`src/rtl/core/zrhc_pkg.sv`:
```
// shared types and constants of the zero-run halfword compressor
package zrhc_pkg;

    localparam logic [13:0] MAX_POS = 14'd16383;
    localparam int          QDEPTH  = 2;

    localparam logic [1:0] PH_START = 2'd0;
    localparam logic [1:0] PH_ZERO  = 2'd1;
    localparam logic [1:0] PH_LIT   = 2'd2;

    localparam logic CFG_CHECKED = 1'b0;
    localparam logic CFG_LIMIT   = 1'b1;

    typedef struct packed {
        logic [13:0] offset;
        logic [15:0] data;
        logic        done_res;
        logic        fail;
        logic [14:0] size_bytes;
    } rec_t;

    typedef struct packed {
        rec_t [3:0] recs;
        logic [2:0] cnt;
    } bundle_t;

    typedef struct packed {
        logic full;
        logic empty;
    } qstat_t;

endpackage

```
`src/rtl/core/zero_run_halfword_compressor.sv`:
```
// top level of the zero-run halfword compressor
// path: an item's writes go through a queue entry, then the output register
// throughput: one item per cycle while the two-bundle queue has room; writes leave at
// one per cycle while m_ready is high, so the rate is set by the writes per item
// reset: synchronous active-low aresetn clears run state, queue and output valid;
// registers return to plain mode with a limit of 16383
module zero_run_halfword_compressor (
    input  logic        aclk,
    input  logic        aresetn,
    input  logic        cfg_we,
    input  logic        cfg_index,
    input  logic [13:0] cfg_data,
    input  logic        s_valid,
    output logic        s_ready,
    input  logic [15:0] s_value,
    input  logic        s_last,
    output logic        m_valid,
    input  logic        m_ready,
    output logic [13:0] m_offset,
    output logic [15:0] m_data,
    output logic        m_done_res,
    output logic        m_fail,
    output logic [14:0] m_size_bytes
);
    import zrhc_pkg::*;

    logic    push;
    logic    pop;
    bundle_t push_bundle;
    bundle_t head;
    qstat_t  qstat;

    zrhc_front u_front (
        .aclk        (aclk),
        .aresetn     (aresetn),
        .cfg_we      (cfg_we),
        .cfg_index   (cfg_index),
        .cfg_data    (cfg_data),
        .s_valid     (s_valid),
        .s_ready     (s_ready),
        .s_value     (s_value),
        .s_last      (s_last),
        .qstat       (qstat),
        .push        (push),
        .push_bundle (push_bundle)
    );

    zrhc_queue u_queue (
        .aclk        (aclk),
        .aresetn     (aresetn),
        .push        (push),
        .push_bundle (push_bundle),
        .pop         (pop),
        .head        (head),
        .qstat       (qstat)
    );

    zrhc_back u_back (
        .aclk         (aclk),
        .aresetn      (aresetn),
        .head         (head),
        .qstat        (qstat),
        .pop          (pop),
        .m_valid      (m_valid),
        .m_ready      (m_ready),
        .m_offset     (m_offset),
        .m_data       (m_data),
        .m_done_res   (m_done_res),
        .m_fail       (m_fail),
        .m_size_bytes (m_size_bytes)
    );

endmodule

```
`src/rtl/core/zrhc_front.sv`:
```
// front end: accepts items, tracks the run state and builds the writes of each item
module zrhc_front (
    input  logic             aclk,
    input  logic             aresetn,
    input  logic             cfg_we,
    input  logic             cfg_index,
    input  logic [13:0]      cfg_data,
    input  logic             s_valid,
    output logic             s_ready,
    input  logic [15:0]      s_value,
    input  logic             s_last,
    input  zrhc_pkg::qstat_t qstat,
    output logic             push,
    output zrhc_pkg::bundle_t push_bundle
);
    import zrhc_pkg::*;

    logic        checked_reg;
    logic [13:0] limit_reg;
    logic [1:0]  phase_reg, phase_next;
    logic [15:0] rc_reg, rc_next;
    logic [13:0] wp_reg, wp_next;
    logic [13:0] cs_reg, cs_next;
    logic        sl_reg, sl_next;
    logic        failed_reg, failed_next;
    logic        accept;

    function automatic rec_t mk(input logic [13:0] off, input logic [15:0] d,
                                input logic dn, input logic fl, input logic [14:0] sz);
        rec_t r;
        r.offset     = off;
        r.data       = d;
        r.done_res   = dn;
        r.fail       = fl;
        r.size_bytes = sz;
        return r;
    endfunction

    function automatic logic [13:0] adv(input logic [13:0] p);
        return (p < MAX_POS) ? p + 14'd1 : MAX_POS;
    endfunction

    function automatic logic [15:0] cinc(input logic [15:0] c);
        return (c != 16'hFFFF) ? c + 16'd1 : 16'hFFFF;
    endfunction

    assign s_ready = !qstat.full;
    assign accept  = s_valid && s_ready;

    always_comb begin
        logic [2:0]  n;
        logic        ok;
        logic        do_open;
        logic [14:0] size;
        logic [15:0] header;
        rec_t [3:0]  recs;

        phase_next  = phase_reg;
        rc_next     = rc_reg;
        wp_next     = wp_reg;
        cs_next     = cs_reg;
        sl_next     = sl_reg;
        failed_next = failed_reg;
        n           = 3'd0;
        ok          = 1'b1;
        do_open     = 1'b0;
        size        = '0;
        header      = '0;
        recs        = '0;

        if (failed_reg) begin
            if (s_last) begin
                phase_next  = PH_START;
                rc_next     = '0;
                wp_next     = 14'd1;
                cs_next     = '0;
                sl_next     = 1'b0;
                failed_next = 1'b0;
            end
        end else begin
            case (phase_reg)
                PH_ZERO: begin
                    if (s_value == 16'd0) begin
                        rc_next = cinc(rc_next);
                    end else if (checked_reg &&
                                 !(({3'b0, wp_next} + {1'b0, rc_next}) < {3'b0, limit_reg})) begin
                        ok = 1'b0;
                    end else begin
                        recs[n[1:0]] = mk(wp_next, rc_next, 1'b0, 1'b0, '0);
                        n = n + 3'd1;
                        wp_next = adv(wp_next);
                        do_open = 1'b1;
                    end
                end
                PH_LIT: begin
                    if (s_value != 16'd0) begin
                        recs[n[1:0]] = mk(wp_next, s_value, 1'b0, 1'b0, '0);
                        n = n + 3'd1;
                        wp_next = adv(wp_next);
                        rc_next = cinc(rc_next);
                        if (checked_reg && wp_next >= limit_reg) begin
                            ok = 1'b0;
                        end
                    end else begin
                        recs[n[1:0]] = mk(cs_next, rc_next, 1'b0, 1'b0, '0);
                        n = n + 3'd1;
                        phase_next = PH_ZERO;
                        rc_next = 16'd1;
                    end
                end
                default: begin
                    if (s_value == 16'd0) begin
                        sl_next = 1'b0;
                        phase_next = PH_ZERO;
                        rc_next = 16'd1;
                    end else begin
                        sl_next = 1'b1;
                        do_open = 1'b1;
                    end
                end
            endcase

            if (do_open) begin
                if (checked_reg && !(({1'b0, wp_next} + 15'd3) < {1'b0, limit_reg})) begin
                    ok = 1'b0;
                end else begin
                    cs_next = wp_next;
                    wp_next = adv(wp_next);
                    recs[n[1:0]] = mk(wp_next, s_value, 1'b0, 1'b0, '0);
                    n = n + 3'd1;
                    wp_next = adv(wp_next);
                    rc_next = 16'd1;
                    phase_next = PH_LIT;
                end
            end

            if (!ok) begin
                recs[n[1:0]] = mk('0, '0, 1'b1, 1'b1, '0);
                n = n + 3'd1;
                failed_next = 1'b1;
            end else if (s_last) begin
                if (phase_next == PH_ZERO) begin
                    recs[n[1:0]] = mk(wp_next, rc_next, 1'b0, 1'b0, '0);
                    n = n + 3'd1;
                    wp_next = adv(wp_next);
                end else if (phase_next == PH_LIT) begin
                    recs[n[1:0]] = mk(cs_next, rc_next, 1'b0, 1'b0, '0);
                    n = n + 3'd1;
                end
                size   = {wp_next, 1'b0};
                header = checked_reg ? {15'b0, sl_next} : {sl_next, size};
                recs[n[1:0]] = mk('0, header, 1'b1, 1'b0, size);
                n = n + 3'd1;
            end

            if (s_last) begin
                phase_next  = PH_START;
                rc_next     = '0;
                wp_next     = 14'd1;
                cs_next     = '0;
                sl_next     = 1'b0;
                failed_next = 1'b0;
            end
        end

        push_bundle.recs = recs;
        push_bundle.cnt  = n;
        push = accept && (n != 3'd0);
    end

    always_ff @(posedge aclk) begin
        if (!aresetn) begin
            checked_reg <= 1'b0;
            limit_reg   <= 14'd16383;
        end else if (cfg_we) begin
            case (cfg_index)
                CFG_CHECKED: checked_reg <= cfg_data[0];
                CFG_LIMIT:   limit_reg   <= cfg_data;
                default:     checked_reg <= checked_reg;
            endcase
        end
    end

    always_ff @(posedge aclk) begin
        if (!aresetn) begin
            phase_reg  <= PH_START;
            rc_reg     <= '0;
            wp_reg     <= 14'd1;
            cs_reg     <= '0;
            sl_reg     <= 1'b0;
            failed_reg <= 1'b0;
        end else if (accept) begin
            phase_reg  <= phase_next;
            rc_reg     <= rc_next;
            wp_reg     <= wp_next;
            cs_reg     <= cs_next;
            sl_reg     <= sl_next;
            failed_reg <= failed_next;
        end
    end

endmodule

```
`src/rtl/core/zrhc_queue.sv`:
```
// two-entry queue of write bundles between front and back end
module zrhc_queue (
    input  logic              aclk,
    input  logic              aresetn,
    input  logic              push,
    input  zrhc_pkg::bundle_t push_bundle,
    input  logic              pop,
    output zrhc_pkg::bundle_t head,
    output zrhc_pkg::qstat_t  qstat
);
    import zrhc_pkg::*;

    bundle_t    entry_reg [QDEPTH];
    logic       wr_ptr_reg;
    logic       rd_ptr_reg;
    logic [1:0] count_reg, count_next;

    assign head        = entry_reg[rd_ptr_reg];
    assign qstat.full  = (count_reg == 2'(QDEPTH));
    assign qstat.empty = (count_reg == 2'd0);

    always_comb begin
        count_next = count_reg;
        if (push && !pop) begin
            count_next = count_reg + 2'd1;
        end else if (pop && !push) begin
            count_next = count_reg - 2'd1;
        end
    end

    always_ff @(posedge aclk) begin
        if (push) begin
            entry_reg[wr_ptr_reg] <= push_bundle;
        end
    end

    always_ff @(posedge aclk) begin
        if (!aresetn) begin
            wr_ptr_reg <= 1'b0;
            rd_ptr_reg <= 1'b0;
            count_reg  <= '0;
        end else begin
            if (push) begin
                wr_ptr_reg <= !wr_ptr_reg;
            end
            if (pop) begin
                rd_ptr_reg <= !rd_ptr_reg;
            end
            count_reg <= count_next;
        end
    end

endmodule

```
`src/rtl/core/zrhc_back.sv`:
```
// back end: issues the writes of each bundle one per cycle, while m_ready allows, through the output register
module zrhc_back (
    input  logic              aclk,
    input  logic              aresetn,
    input  zrhc_pkg::bundle_t head,
    input  zrhc_pkg::qstat_t  qstat,
    output logic              pop,
    output logic              m_valid,
    input  logic              m_ready,
    output logic [13:0]       m_offset,
    output logic [15:0]       m_data,
    output logic              m_done_res,
    output logic              m_fail,
    output logic [14:0]       m_size_bytes
);
    import zrhc_pkg::*;

    logic [1:0] idx_reg;
    logic       m_valid_reg;
    rec_t       out_reg;
    rec_t       cur;
    logic       load;
    logic       last_rec;

    assign cur      = head.recs[idx_reg];
    assign load     = !qstat.empty && (!m_valid_reg || m_ready);
    assign last_rec = (({1'b0, idx_reg} + 3'd1) == head.cnt);
    assign pop      = load && last_rec;

    always_ff @(posedge aclk) begin
        if (!aresetn) begin
            idx_reg     <= '0;
            m_valid_reg <= 1'b0;
        end else begin
            if (load) begin
                m_valid_reg <= 1'b1;
                idx_reg     <= last_rec ? 2'd0 : idx_reg + 2'd1;
            end else if (m_ready) begin
                m_valid_reg <= 1'b0;
            end
        end
    end

    always_ff @(posedge aclk) begin
        if (load) begin
            out_reg <= cur;
        end
    end

    assign m_valid      = m_valid_reg;
    assign m_offset     = out_reg.offset;
    assign m_data       = out_reg.data;
    assign m_done_res   = out_reg.done_res;
    assign m_fail       = out_reg.fail;
    assign m_size_bytes = out_reg.size_bytes;

endmodule

```
`config.mk`:
```
export PLATFORM = sky130hd
export DESIGN_NAME = zero_run_halfword_compressor
export DESIGN_NICKNAME = d
export VERILOG_FILES = /design/src/rtl/core/zrhc_pkg.sv /design/src/rtl/core/zero_run_halfword_compressor.sv /design/src/rtl/core/zrhc_front.sv /design/src/rtl/core/zrhc_queue.sv /design/src/rtl/core/zrhc_back.sv
export SDC_FILE = /design/constraint.sdc
export NUM_CORES = 1
export LEC_CHECK = 0
export ABC_AREA = 1
export BUFFER_PORTS_ARGS = -buffer_cell sky130_fd_sc_hd__clkbuf_2
export CAP_MARGIN = 20
export CELL_PAD_IN_SITES_DETAIL_PLACEMENT = 1
export CELL_PAD_IN_SITES_GLOBAL_PLACEMENT = 1
export CORE_ASPECT_RATIO = 1.25
export CORE_MARGIN = 2
export CORE_UTILIZATION = 43
export CTS_CLUSTER_DIAMETER = 40
export CTS_CLUSTER_SIZE = 40
export DETAILED_ROUTE_END_ITERATION = 7
export GPL_ROUTABILITY_DRIVEN = 0
export HOLD_SLACK_MARGIN = 0.12
export PLACE_DENSITY = 0.75
export SYNTH_ARGS = -nofsm -noshare
export SYNTH_HDL_FRONTEND = slang
export SYNTH_SLANG_ARGS = --single-unit
```
`constraint.sdc`:
```
create_clock -name aclk -period 16.8 [get_ports aclk]
set_input_delay 4.2 -clock aclk [delete_from_list [all_inputs] [get_ports aclk]]
set_output_delay 4.2 -clock aclk [all_outputs]
set_load 0.02 [all_outputs]
```
==> flow_metrics.py <==
metrics = {
    "logic_synthesis": {
        "synth_edf_count": 420,
        "ys_types": 66,
        "syn_inst": 3568,
        "yosys.area.top_type_share_pct": 43.5,
        "synth_top_family_by_area": "simple AND/OR/NAND/NOR gates",
        "yosys_warnings": 0,
        "synthTopCellsByCount": "nand2_1 (678), nor2_1 (605), edfxtp_1 (420)",
        "syn_avg_cell_area_um2": 8.12,
        "ys_ff_latch": 491,
        "synth_xor_xnor_area_share_pct": 1.66,
        "ys.flop_type": "edfxtp_1",
        "ys_top_cells_by_area": "edfxtp_1 (44%), nand2_1 (8.8%), nor2_1 (7.8%)",
        "synth_fa_ha_area_share_pct": 3.14,
        "synth_largest_area_cell": "edfxtp_1",
        "async_reset_ff_share_pct": 0,
        "ys_seq_area_share_pct": 48.4,
        "synthMuxAreaShare_pct": 0.0346,
        "synth.most_common_cell": "nand2_1",
        "syn_nets": 3677,
        "synth_compound_area_share_pct": 17.0,
        "synthSimpleGateAreaFrac_pct": 22.8,
        "synth_area_um2": 29000,
    },
    "worst_hold_path": {
        "hold_path.class": "flop to flop",
        "min-delay-start": "u_front.cs_reg[11]",
        "min_path_cells": 2,
        "min_to": "u_front.cs_reg[11]",
    },
    "timing": {
        "period_needed_ps": 13440,
        "final_hold_viol_count": 0,
        "finalSetupTns_ps": 0,
        "grt_setup_unrepaired": "false",
        "fmax_mhz": 74.4,
        "worst_slew_pin_slew_ps": 1370,
        "setup_violations": 0,
        "whs_ps": 474,
        "slew_viol_final": 0,
        "slew_headroom_pct": 8.64,
        "clock_skew_ps": 35.1,
        "finalCritPeriodShare_pct": 80.0,
    },
    "routing": {
        "vias_per_cell": 5.97,
        "routedWlPerCell_um": 24.4,
        "vias": 26800,
        "drcViolationCount": 0,
        "drt_iter0_markers": 1978,
        "firstDrtPassIters": 6,
        "drt_wl_total_um": 110000,
        "detail-route-antenna-nets": 0,
    },
    "cts": {
        "cts_setup_buffers": 0,
        "cts_hold_buf": 0,
        "cts_tree": "done",
        "clk_pin_slew_ps": 50,
        "cts_resized": 0,
        "clk_path_buf_depth": 3,
        "clock_latency_ps": 660,
        "cts.sinks": 491,
        "cts_made_buffers": 76,
        "htree_num_levels": 3,
        "root_buffer": "clkbuf_16",
    },
    "power_and_ir_drop": {
        "leakage_uw": 0.0132,
        "power_density_nw_per_um2": 160,
        "irDropWorstVdd_mv": 0.0927,
    },
    "worst_setup_path": {
        "cp.required_ps": 17070,
        "cp-start-kind": "input port",
        "r2r-end": "u_queue.entry_reg[1][31]",
        "arrival_ps": 13720,
        "r2r_start": "u_front.wp_reg[4]",
        "cp_slowest_stage_delay_ps": 920,
        "path_max_fanout": 73,
        "endpoint_kind": "flop",
        "cp_slowest_cell": "buf_4",
        "r2r_cells": 55,
        "r2r_slack_ps": 5140,
        "cp_common_cell": "nand2_1",
        "critical_path_class": "input port to flop",
    },
    "die": {
        "die_w_um": 236,
        "io_pins": 86,
        "core_area_um2": 66800,
        "std_cell_rows": 106,
        "die_area_um2": 69500,
        "start_util_pct": 43.3,
        "chipHeight_um": 294,
    },
    "global_route": {
        "grt_start_max_net_pins": 159,
        "antenna_found_initial": 2,
        "grt_pass1_vias": 28000,
        "grt-ovfl-total": 0,
        "grt_pass1_wl_um": 167000,
        "grt.total_usage_pct": 31.3,
    },
    "placement": {
        "portBuffers": 84,
        "dp_hpwl_um": 77400,
    },
    "flow_run": {
        "drv_cap": 0,
    },
    "finish": {
        "final_core_util_pct": 49.0,
        "largest_reg_flops": 374,
        "area_delta_synth_final_pct": 13.2,
        "drive_above_1_share_pct": 11.1,
        "fill_cells": 7979,
        "n_antenna_cell": 0,
        "nets": 3676,
    },
    "run_status": {
        "status": "finished, final reports clean",
    },
}
## metrics by stage
step                std cells  setup WS (ps)  total power (µW)  instance area (µm²)
CTS                      4493           3440              5270                32800
finish                   4495           3360              5260                32800
detailed placement       4351           2790              3550                30000
global route             4495           2570              5500                32800
floorplan                3568           2050              2920                29000
global placement         4351           3330              3470                30000
## critical path: cells and delay by family
kind	cells	cell delay, ps
buf+inv	10	2770
xor+xnor	1	170
compound gates	7	1610
simple gates	20	3010
fa+ha+maj	4	1840
## power by group
group | internal, µW | leakage, µW | switching (µW) | total, µW
sequential | 1690 | 0.00459 | 113 | 1810
combinational | 436 | 0.00728 | 1320 | 1760
clock | 998 | 0.00134 | 696 | 1690
## worst max-delay path by stage
stage,start,cells after the start,to
floorplan,s_value[12],40,u_queue.entry_reg[1][0]
global placement,s_value[12],42,u_queue.entry_reg[1][71]
detailed placement,s_value[12],42,u_queue.entry_reg[1][71]
CTS,s_value[12],42,u_queue.entry_reg[1][104]
global route,s_value[12],42,u_queue.entry_reg[1][21]
finish,s_value[12],42,u_queue.entry_reg[1][31]
## cell usage in the layout, fill, tap and decap left out, types with 14 or more instances in the layout
cell and n:
a21oi_1 197, o21ai_0 405, nand3_1 129, nor3_1 19, nor2_2 15, inv_2 28
buf_4 36, o211ai_1 36, xor2_1 44, nor2_4 15, nor2_1 601, nand4_1 24
inv_1 276, nand2_1 677, dfxtp_1 68, ha_1 71, a31oi_1 73, clkbuf_16 76
o22ai_1 58, inv_6 14, nand2_2 36, a211oi_1 26, edfxtp_1 420, clkbuf_2 85
## area by class of cell
type / instances / area [µm²] / share of cell area (%)
clock buffer: 81 / 1940 / 5.92
clock inverter: 61 / 852 / 2.60
inverter: 315 / 1190 / 3.62
multi-input combinational: 2561 / 13000 / 39.6
sequential: 491 / 14000 / 42.8
tap: 864 / 1080 / 3.30
timing repair buffer: 122 / 716 / 2.18
## per-layer routing
layer	global-route usage [%]	vias to the layer above	part of all wire, %
met2	54.3	1048	49
met5	0	-	0.024
li1	-	12200	-
met1	36.7	13300	39
met3	5.00	332	6.2
met4	18.3	4	6.0
## cells by family (layout without fill, tap and decap cells)
group | Yosys count | after routing
AO/OA/AOI/OAI | 874 | 874
flip-flops | 491 | 491
adder cells (fa/ha/maj) | 72 | 72
other | 1 | 1
AND/OR/NAND/NOR | 1559 | 1559
buffers and inverters | 516 | 579
multiplexers | 1 | 1
XOR/XNOR | 54 | 54
Note: power is estimated with default switching activity, not from simulation.
